$ cat src/rtl/core/rgba_ppm_pkg.sv
// Shared types, ASCII codes and the divide-by-ten and digit-count helpers for the PPM encoder.
// No dependencies; used by the decimal converter, the sequencer and the top level.
`default_nettype none

package rgba_ppm_pkg;

    localparam int DEC_DIGITS = 5;

    // configuration register indexes
    localparam logic REG_WIDTH  = 1'b0;
    localparam logic REG_HEIGHT = 1'b1;

    // header characters
    localparam logic [7:0] ASCII_P     = 8'h50;
    localparam logic [7:0] ASCII_6     = 8'h36;
    localparam logic [7:0] ASCII_2     = 8'h32;
    localparam logic [7:0] ASCII_5     = 8'h35;
    localparam logic [7:0] ASCII_0     = 8'h30;
    localparam logic [7:0] ASCII_LF    = 8'h0A;
    localparam logic [7:0] ASCII_SPACE = 8'h20;

    // pixel byte slots
    localparam logic [2:0] SLOT_RED   = 3'd0;
    localparam logic [2:0] SLOT_GREEN = 3'd1;
    localparam logic [2:0] SLOT_BLUE  = 3'd2;

    typedef enum logic [5:0] {
        ST_PIX  = 6'b000001,
        ST_PRE  = 6'b000010,
        ST_WDIG = 6'b000100,
        ST_SP   = 6'b001000,
        ST_HDIG = 6'b010000,
        ST_POST = 6'b100000
    } t_state;

    typedef struct packed {
        logic                           done;
        logic [DEC_DIGITS-1:0][3:0]     w_dig;   // index 0 is the units digit
        logic [2:0]                     w_num;   // significant digits, 1..5
        logic [DEC_DIGITS-1:0][3:0]     h_dig;
        logic [2:0]                     h_num;
    } t_dec_res;

    typedef struct packed {
        logic       valid;
        logic [7:0] data;
        logic       last;
        logic       eoi;
    } t_emit;

    typedef struct packed {
        logic [15:0] quo;
        logic [3:0]  dig;
    } t_div10;

    // x / 10 as a multiply by the reciprocal, exact for all 16-bit x
    function automatic t_div10 div10(input logic [15:0] x);
        logic [32:0] prod;
        logic [16:0] back;
        t_div10      res;
        prod    = {17'd0, x} * 33'd52429;
        res.quo = {2'd0, prod[32:19]};
        back    = {res.quo[13:0], 3'd0} + {2'd0, res.quo[13:0], 1'b0};
        res.dig = 4'(x - back[15:0]);
        return res;
    endfunction

    // number of significant decimal digits, zero counts as one digit
    function automatic logic [2:0] dig_count(input logic [DEC_DIGITS-1:0][3:0] d);
        logic [2:0] n;
        if (d[4] != 4'd0)      n = 3'd5;
        else if (d[3] != 4'd0) n = 3'd4;
        else if (d[2] != 4'd0) n = 3'd3;
        else if (d[1] != 4'd0) n = 3'd2;
        else                   n = 3'd1;
        return n;
    endfunction

endpackage

`default_nettype wire

$ cat src/rtl/core/rgba_ppm_dec.sv
// Binary to decimal converter for the header's width and height.
// Depends on rgba_ppm_pkg; one digit per lane per cycle, five digits per lane.
`default_nettype none

module rgba_ppm_dec (
    input  wire                      i_clk,
    input  wire                      i_rst_n,
    input  wire                      i_start,
    input  wire [15:0]               i_width,
    input  wire [15:0]               i_height,
    output rgba_ppm_pkg::t_dec_res   o_res
);

    logic [2:0]                                 r_cnt, n_cnt;
    logic [15:0]                                r_xw, r_xh;
    logic [rgba_ppm_pkg::DEC_DIGITS-1:0][3:0]   r_dw, r_dh;
    rgba_ppm_pkg::t_div10                       w_qw, w_qh;

    assign w_qw = rgba_ppm_pkg::div10(r_xw);
    assign w_qh = rgba_ppm_pkg::div10(r_xh);

    always_comb begin
        n_cnt = r_cnt;
        if (i_start) begin
            n_cnt = 3'(rgba_ppm_pkg::DEC_DIGITS);
        end else if (r_cnt != 3'd0) begin
            n_cnt = r_cnt - 3'd1;
        end
    end

    always_ff @(posedge i_clk) begin
        if (!i_rst_n) begin
            r_cnt <= 3'd0;
        end else begin
            r_cnt <= n_cnt;
        end
    end

    // shift digits in from the top so the units digit ends at index 0
    always_ff @(posedge i_clk) begin
        if (i_start) begin
            r_xw <= i_width;
            r_xh <= i_height;
        end else if (r_cnt != 3'd0) begin
            r_xw <= w_qw.quo;
            r_xh <= w_qh.quo;
            r_dw <= {w_qw.dig, r_dw[rgba_ppm_pkg::DEC_DIGITS-1:1]};
            r_dh <= {w_qh.dig, r_dh[rgba_ppm_pkg::DEC_DIGITS-1:1]};
        end
    end

    assign o_res.done  = (r_cnt == 3'd0);
    assign o_res.w_dig = r_dw;
    assign o_res.h_dig = r_dh;
    assign o_res.w_num = rgba_ppm_pkg::dig_count(r_dw);
    assign o_res.h_num = rgba_ppm_pkg::dig_count(r_dh);

endmodule

`default_nettype wire

$ cat src/rtl/core/rgba_ppm_seq.sv
// Byte sequencer: header bytes, pixel bytes, column/row counting.
// Depends on rgba_ppm_pkg and rgba_ppm_dec.
`default_nettype none

module rgba_ppm_seq (
    input  wire                    i_clk,
    input  wire                    i_rst_n,
    input  wire                    i_pix_valid,
    input  wire [23:0]             i_pix_rgb,
    input  wire [15:0]             i_width,
    input  wire [15:0]             i_height,
    input  wire                    i_advance,
    output rgba_ppm_pkg::t_emit    o_emit,
    output logic                   o_consumed
);

    rgba_ppm_pkg::t_state   r_state, n_state;
    logic [2:0]             r_idx, n_idx;
    logic                   r_hdr_pend, n_hdr_pend;
    logic [15:0]            r_col, n_col;
    logic [15:0]            r_row, n_row;
    logic                   w_start;
    logic                   w_col_wrap, w_row_wrap;
    logic [2:0]             w_wsel, w_hsel;
    rgba_ppm_pkg::t_dec_res w_dec;

    rgba_ppm_dec u_dec (
        .i_clk    (i_clk),
        .i_rst_n  (i_rst_n),
        .i_start  (w_start),
        .i_width  (i_width),
        .i_height (i_height),
        .o_res    (w_dec)
    );

    assign w_col_wrap = ((r_col + 16'd1) == i_width);
    assign w_row_wrap = ((r_row + 16'd1) == i_height);
    // digits go out most significant first
    assign w_wsel = w_dec.w_num - 3'd1 - r_idx;
    assign w_hsel = w_dec.h_num - 3'd1 - r_idx;

    always_comb begin
        n_state      = r_state;
        n_idx        = r_idx;
        n_hdr_pend   = r_hdr_pend;
        n_col        = r_col;
        n_row        = r_row;
        w_start      = 1'b0;
        o_consumed   = 1'b0;
        o_emit.valid = 1'b0;
        o_emit.data  = 8'd0;
        o_emit.last  = 1'b0;
        o_emit.eoi   = 1'b0;

        unique case (r_state)
            rgba_ppm_pkg::ST_PIX: begin
                if (i_pix_valid && r_hdr_pend) begin
                    w_start = 1'b1;
                    n_state = rgba_ppm_pkg::ST_PRE;
                    n_idx   = 3'd0;
                end else if (i_pix_valid) begin
                    o_emit.valid = 1'b1;
                    unique case (r_idx)
                        rgba_ppm_pkg::SLOT_RED:   o_emit.data = i_pix_rgb[7:0];
                        rgba_ppm_pkg::SLOT_GREEN: o_emit.data = i_pix_rgb[15:8];
                        default:                  o_emit.data = i_pix_rgb[23:16];
                    endcase
                    if (r_idx == rgba_ppm_pkg::SLOT_BLUE) begin
                        o_emit.last = 1'b1;
                        o_emit.eoi  = w_col_wrap && w_row_wrap;
                    end
                    if (i_advance) begin
                        if (r_idx == rgba_ppm_pkg::SLOT_BLUE) begin
                            n_idx      = 3'd0;
                            o_consumed = 1'b1;
                            if (w_col_wrap) begin
                                n_col = 16'd0;
                                if (w_row_wrap) begin
                                    n_row      = 16'd0;
                                    n_hdr_pend = 1'b1;
                                end else begin
                                    n_row = r_row + 16'd1;
                                end
                            end else begin
                                n_col = r_col + 16'd1;
                            end
                        end else begin
                            n_idx = r_idx + 3'd1;
                        end
                    end
                end
            end
            rgba_ppm_pkg::ST_PRE: begin
                o_emit.valid = 1'b1;
                unique case (r_idx)
                    3'd0:    o_emit.data = rgba_ppm_pkg::ASCII_P;
                    3'd1:    o_emit.data = rgba_ppm_pkg::ASCII_6;
                    default: o_emit.data = rgba_ppm_pkg::ASCII_LF;
                endcase
                if (i_advance) begin
                    if (r_idx == 3'd2) begin
                        n_idx   = 3'd0;
                        n_state = rgba_ppm_pkg::ST_WDIG;
                    end else begin
                        n_idx = r_idx + 3'd1;
                    end
                end
            end
            rgba_ppm_pkg::ST_WDIG: begin
                o_emit.valid = w_dec.done;
                o_emit.data  = rgba_ppm_pkg::ASCII_0 + {4'd0, w_dec.w_dig[w_wsel]};
                if (i_advance && w_dec.done) begin
                    if (r_idx == w_dec.w_num - 3'd1) begin
                        n_idx   = 3'd0;
                        n_state = rgba_ppm_pkg::ST_SP;
                    end else begin
                        n_idx = r_idx + 3'd1;
                    end
                end
            end
            rgba_ppm_pkg::ST_SP: begin
                o_emit.valid = 1'b1;
                o_emit.data  = rgba_ppm_pkg::ASCII_SPACE;
                if (i_advance) begin
                    n_state = rgba_ppm_pkg::ST_HDIG;
                end
            end
            rgba_ppm_pkg::ST_HDIG: begin
                o_emit.valid = 1'b1;
                o_emit.data  = rgba_ppm_pkg::ASCII_0 + {4'd0, w_dec.h_dig[w_hsel]};
                if (i_advance) begin
                    if (r_idx == w_dec.h_num - 3'd1) begin
                        n_idx   = 3'd0;
                        n_state = rgba_ppm_pkg::ST_POST;
                    end else begin
                        n_idx = r_idx + 3'd1;
                    end
                end
            end
            rgba_ppm_pkg::ST_POST: begin
                o_emit.valid = 1'b1;
                unique case (r_idx)
                    3'd1:    o_emit.data = rgba_ppm_pkg::ASCII_2;
                    3'd2:    o_emit.data = rgba_ppm_pkg::ASCII_5;
                    3'd3:    o_emit.data = rgba_ppm_pkg::ASCII_5;
                    default: o_emit.data = rgba_ppm_pkg::ASCII_LF;
                endcase
                if (i_advance) begin
                    if (r_idx == 3'd4) begin
                        n_idx      = 3'd0;
                        n_hdr_pend = 1'b0;
                        n_state    = rgba_ppm_pkg::ST_PIX;
                    end else begin
                        n_idx = r_idx + 3'd1;
                    end
                end
            end
            default: begin
                n_state = rgba_ppm_pkg::ST_PIX;
                n_idx   = 3'd0;
            end
        endcase
    end

    always_ff @(posedge i_clk) begin
        if (!i_rst_n) begin
            r_state    <= rgba_ppm_pkg::ST_PIX;
            r_idx      <= 3'd0;
            r_hdr_pend <= 1'b1;
            r_col      <= 16'd0;
            r_row      <= 16'd0;
        end else begin
            r_state    <= n_state;
            r_idx      <= n_idx;
            r_hdr_pend <= n_hdr_pend;
            r_col      <= n_col;
            r_row      <= n_row;
        end
    end

endmodule

`default_nettype wire

$ cat src/rtl/core/rgba_to_ppm_stream_encoder.sv
// Top level of the RGBA to binary PPM (P6) stream encoder.
// Depends on rgba_ppm_pkg and rgba_ppm_seq (which holds rgba_ppm_dec).
//
//   channel  | dir | tdata (low bit up)                  | tlast       | tuser
//   ---------+-----+-------------------------------------+-------------+------------
//   s (pix)  | in  | red, green, blue, alpha (8 each)    | -           | -
//   m (byte) | out | byte_value (8)                      | last_of_run | end_of_image
//   cfg      | in  | idx 0 image_width, 1 image_height; 16-bit data, write only
//
// Each pixel goes out as three bytes (red, green, blue); the byte-wide output
// register sets that split. The next pixel is taken while blue is handed over.
// The header adds 3 + w + 1 + h + 5 words (w, h = digit counts) plus a wait
// while the decimal converter finishes, once per image.
// Reset (synchronous, active low) empties both registers and arms the header.
// A stall on the output holds the current word and the pixel behind it.
`default_nettype none

module rgba_to_ppm_stream_encoder (
    input  wire         i_clk,
    input  wire         i_rst_n,
    // pixel input
    input  wire         i_s_tvalid,
    output logic        o_s_tready,
    input  wire  [31:0] i_s_tdata,   // [7:0] red, [15:8] green, [23:16] blue, [31:24] alpha
    // byte output
    output logic        o_m_tvalid,
    input  wire         i_m_tready,
    output logic [7:0]  o_m_tdata,   // [7:0] byte_value
    output logic        o_m_tlast,   // last_of_run
    output logic        o_m_tuser,   // [0] end_of_image
    // configuration
    input  wire         i_cfg_we,
    input  wire         i_cfg_idx,
    input  wire  [15:0] i_cfg_data
);

    logic [15:0]         r_image_width;
    logic [15:0]         r_image_height;
    logic                r_pix_valid;
    logic [23:0]         r_pix_rgb;
    logic                r_out_valid;
    logic [7:0]          r_out_byte;
    logic                r_out_last;
    logic                r_out_eoi;
    logic                w_advance;
    logic                w_consumed;
    logic                w_accept;
    rgba_ppm_pkg::t_emit w_emit;

    // output register may load when empty or when its word leaves this cycle
    assign w_advance  = !r_out_valid || i_m_tready;
    // take a new pixel when the holding register is free or its blue goes out now
    assign o_s_tready = !r_pix_valid || w_consumed;
    assign w_accept   = i_s_tvalid && o_s_tready;

    always_ff @(posedge i_clk) begin
        if (!i_rst_n) begin
            r_image_width  <= 16'd1;
            r_image_height <= 16'd1;
        end else if (i_cfg_we) begin
            if (i_cfg_idx == rgba_ppm_pkg::REG_WIDTH) begin
                r_image_width <= i_cfg_data;
            end else begin
                r_image_height <= i_cfg_data;
            end
        end
    end

    // pixel holding register; alpha is dropped here
    always_ff @(posedge i_clk) begin
        if (!i_rst_n) begin
            r_pix_valid <= 1'b0;
        end else if (w_accept) begin
            r_pix_valid <= 1'b1;
        end else if (w_consumed) begin
            r_pix_valid <= 1'b0;
        end
    end

    always_ff @(posedge i_clk) begin
        if (w_accept) begin
            r_pix_rgb <= i_s_tdata[23:0];
        end
    end

    rgba_ppm_seq u_seq (
        .i_clk       (i_clk),
        .i_rst_n     (i_rst_n),
        .i_pix_valid (r_pix_valid),
        .i_pix_rgb   (r_pix_rgb),
        .i_width     (r_image_width),
        .i_height    (r_image_height),
        .i_advance   (w_advance),
        .o_emit      (w_emit),
        .o_consumed  (w_consumed)
    );

    // output word register
    always_ff @(posedge i_clk) begin
        if (!i_rst_n) begin
            r_out_valid <= 1'b0;
        end else if (w_advance) begin
            r_out_valid <= w_emit.valid;
        end
    end

    always_ff @(posedge i_clk) begin
        if (w_advance && w_emit.valid) begin
            r_out_byte <= w_emit.data;
            r_out_last <= w_emit.last;
            r_out_eoi  <= w_emit.eoi;
        end
    end

    assign o_m_tvalid = r_out_valid;
    assign o_m_tdata  = r_out_byte;
    assign o_m_tlast  = r_out_last;
    assign o_m_tuser  = r_out_eoi;

endmodule

`default_nettype wire

$ cat config.mk
export PLATFORM = sky130hd
export DESIGN_NAME = rgba_to_ppm_stream_encoder
export DESIGN_NICKNAME = d
export VERILOG_FILES = /design/src/rtl/core/rgba_ppm_pkg.sv /design/src/rtl/core/rgba_ppm_dec.sv /design/src/rtl/core/rgba_ppm_seq.sv /design/src/rtl/core/rgba_to_ppm_stream_encoder.sv
export SDC_FILE = /design/constraint.sdc
export NUM_CORES = 1
export LEC_CHECK = 0
export BUFFER_PORTS_ARGS = -buffer_cell sky130_fd_sc_hd__buf_4
export CAP_MARGIN = 0
export CORE_MARGIN = 1
export CORE_UTILIZATION = 65
export DETAILED_ROUTE_END_ITERATION = 6
export GPL_TIMING_DRIVEN = 0
export MAX_ROUTING_LAYER = met4
export PLACE_DENSITY = 0.83
export SLEW_MARGIN = 20
export SYNTH_ARGS = -nofsm -noshare
export SYNTH_HDL_FRONTEND = slang
export SYNTH_HIERARCHICAL = 1
export SYNTH_SLANG_ARGS = --single-unit
$ cat constraint.sdc
create_clock -name i_clk -period 6.9 [get_ports i_clk]
set_clock_uncertainty 0.2 [all_clocks]
set_input_delay 0.345 -clock i_clk [delete_from_list [all_inputs] [get_ports i_clk]]
set_output_delay 0.345 -clock i_clk [all_outputs]
set_load 0.01 [all_outputs]
==> results.toml <==
[cts]
clock_latency_ps = 440
cts_htree_levels = 4
path_clk_slew_ps = 80
numCtsBuffers = 17
cts_tree = "built"
cts_root_buf = "clkbuf_16"
cts_buffer_depth = 2
cts.sinks = 185

[die]
dieArea_mm2 = 0.0291
die_w_um = 171
ioPinCount = 66
start_util = 0.663
fp.dieH_um = 171
coreArea_mm2 = 0.0279
num_rows = 61

[cells_and_area]
finalNetCount = 2453
drive_gt1_frac = 0.0859
area_growth_pct = 10.4
final_util = 0.732
stdcell_count = 2347
fill_cells = 1946

[critical_path]
arrival_ps = 6640
cp-startpoint = "u_seq/u_dec/r_xw[3]"
cp_max_fo = 6
timing.rr.start = "u_seq/u_dec/r_xw[3]"
cp.required_ps = 6870
crit_type = "reg -> reg"
endpoint_kind = "flip-flop"
startpoint_type = "flip-flop"

[timing]
finalSetupTns_ps = 0
max_freq_ghz = 0.150
slew_violations = 0
post-route-min-period_ps = 6670
setup_violations = 0
hold_ws_ps = 10.4
slew_headroom = 0.251
finalHoldViolations = 0
worst_pin_slew_ps = 1120
rsz0062_at_grt = "false"
period_share = 0.966

[logic_synthesis]
netlist_area_mm2 = 0.0185
async_flop_share = 0
synth_nets = 2342
yosys_warnings = 6
synthFlopType = "edfxtp_1"
synth-seq-cells = 185
seq_area_frac_synth = 0.258
synth.avg_cell_area_um2 = 10.0
synthDistinctLibCells = 85
synth_edf_count = 106
synth_cells = 1844

[detailed_routing]
routed_wl_um = 44400
final_antenna_net_count = 0
wl_per_cell_um = 18.9
viasPerCell = 6.00
dr_total_vias = 14071
drc = 0
dr.first_iter.drc_count = 931
dr.pass1.iters = 7

[run]
maxCapViolations = 0

[place]
port_buffers = 57
hpwl_um = 35400
place_inst = 2281
gp_congestion = 1.00

[global_routing]
grt_pass1_vias = 14464
globalRoute.totalOverflow = 0
grt_usage = 0.335
grt_max_degree = 25
grt_antenna_before_repair = 1
grt_pass1_wl_um = 73200

[worst_hold_path]
min_from = "i_cfg_idx"
worstHoldPathType = "in -> reg"

[outcome]
status = "finished, final reports clean"
==> Yosys cell counts, types with 11 or more instances <==
| library cell | n | area (µm²) |
|---|---|---|
| nand2b_1 | 20 | 125 |
| xnor2_1 | 58 | 508 |
| o31ai_1 | 13 | 97.6 |
| nor3_1 | 15 | 75.1 |
| ha_1 | 282 | 3530 |
| o21ai_0 | 51 | 255 |
| xor2_1 | 26 | 228 |
| a21o_1 | 20 | 150 |
| fa_1 | 162 | 3240 |
| edfxtp_1 | 106 | 3180 |
| nand2_1 | 158 | 593 |
| dfxtp_1 | 79 | 1580 |
| buf_2 | 19 | 95.1 |
| nand3_1 | 28 | 140 |
| nand4_1 | 22 | 138 |
| mux2i_1 | 34 | 340 |
| inv_1 | 351 | 1320 |
| nor2b_1 | 15 | 93.8 |
| and3_1 | 11 | 68.8 |
| nor4_1 | 17 | 106 |
| o21a_1 | 11 | 82.6 |
| o211ai_1 | 14 | 105 |
| and2_1 | 14 | 87.6 |
| clkbuf_1 | 26 | 97.6 |
| a21oi_1 | 59 | 295 |
| a31oi_1 | 15 | 93.8 |
| nor2_1 | 49 | 184 |
==> path summary, 6_finish.rpt <==
path	to	slack [ps]	depth (start not counted)
hold / removal	r_image_height[0]	10	3
setup / recovery	u_seq/u_dec/o_res[45]	230	20
hold reg to reg	u_seq/u_dec/o_res[35]	280	0
setup reg to reg	u_seq/u_dec/o_res[45]	230	20
==> worst max-delay path, cell delays in order (launching register included) <==
cell,delay [ps]
edfxtp_1,550
ha_1,450
inv_1,90
fa_1,530
inv_1,50
fa_1,510
fa_1,530
fa_1,580
inv_1,70
fa_1,520
inv_1,40
ha_1,310
a21o_1,190
a21oi_2,250
nor2b_1,110
a311oi_1,250
o31ai_1,150
xor2_1,270
ha_1,220
xnor2_1,120
xnor3_1,410
==> layer usage <==
layer / wire, µm / vias up / track usage
met5: 0 / - / -
met3: 3430 / 104 / 0.0594
met4: 1070 / 0 / 0.0995
li1: - / 6478 / -
met1: 18200 / 6901 / 0.424
met2: 21800 / 588 / 0.549
==> layout by cell type (no fill, tap or decap), types with 22 or more instances in the layout <==
| master | count |
|---|---|
| inv_1 | 351 |
| ha_1 | 281 |
| fa_1 | 162 |
| nand2_1 | 158 |
| edfxtp_1 | 106 |
| dfxtp_1 | 79 |
| buf_4 | 68 |
| a21oi_1 | 58 |
| xnor2_1 | 58 |
| o21ai_0 | 51 |
| nor2_1 | 48 |
| mux2i_1 | 34 |
| nand3_1 | 28 |
| dlygate4sd3_1 | 27 |
| clkbuf_1 | 26 |
| xor2_1 | 26 |
| nand4_1 | 22 |
==> state kept, by name, indices dropped and copies added, names as in the netlist, 3 cells and up <==
register,count
u_seq/u_dec/r_xw,16
r_image_height,16
u_seq/u_dec/r_xh,16
u_seq/r_row,16
o_m_tdata,8
u_seq/u_dec/o_res,40
u_seq/r_col,16
r_pix_rgb,24
u_seq/r_idx,3
u_seq/u_dec/r_cnt,3
u_seq/r_state,6
r_image_width,16
==> area by class of cell <==
class | instances | area, µm² | share of cell area
multi-input combinational | 1252 | 12100 | 0.595
sequential | 185 | 4760 | 0.234
inverter | 353 | 1330 | 0.0650
timing repair buffer | 92 | 798 | 0.0392
tap | 378 | 473 | 0.0232
clock buffer | 18 | 450 | 0.0221
buffer | 54 | 268 | 0.0131
clock inverter | 14 | 175 | 0.00859
antenna | 1 | 2.50 | 0.000123
==> what timing repair did <==
item,4_1_cts,5_1_grt
endpoints found under the setup margin,0,6
hold buffers,27,0
setup buffers,0,6
hold endpoints to repair,28,0
resized for setup,0,3
==> kinds of logic (layout without fill, tap and decap cells) <==
group	after synthesis	after routing	synth area share
fa+ha+maj	444	444	0.367
buf+inv	407	531	0.0863
simple gates	400	400	0.111
compound gates	277	277	0.107
flops	185	185	0.258
xor+xnor	85	85	0.0411
mux	46	46	0.0306
other cells	0	1	0
==> through the flow <==
| step | instance area (µm²) | setup WS [ps] |
|---|---|---|
| 2_1_floorplan | 18500 | 847 |
| 3_3_place_gp | 19400 | 255 |
| 3_5_place_dp | 19400 | 126 |
| 4_1_cts | 20300 | 94.2 |
| 5_1_grt | 20400 | 11.1 |
| 6_report | 20400 | 233 |
Power is left out: the tool's default activity adds up to more than one toggle a clock period on the data nets, which glitch-free logic cannot reach.
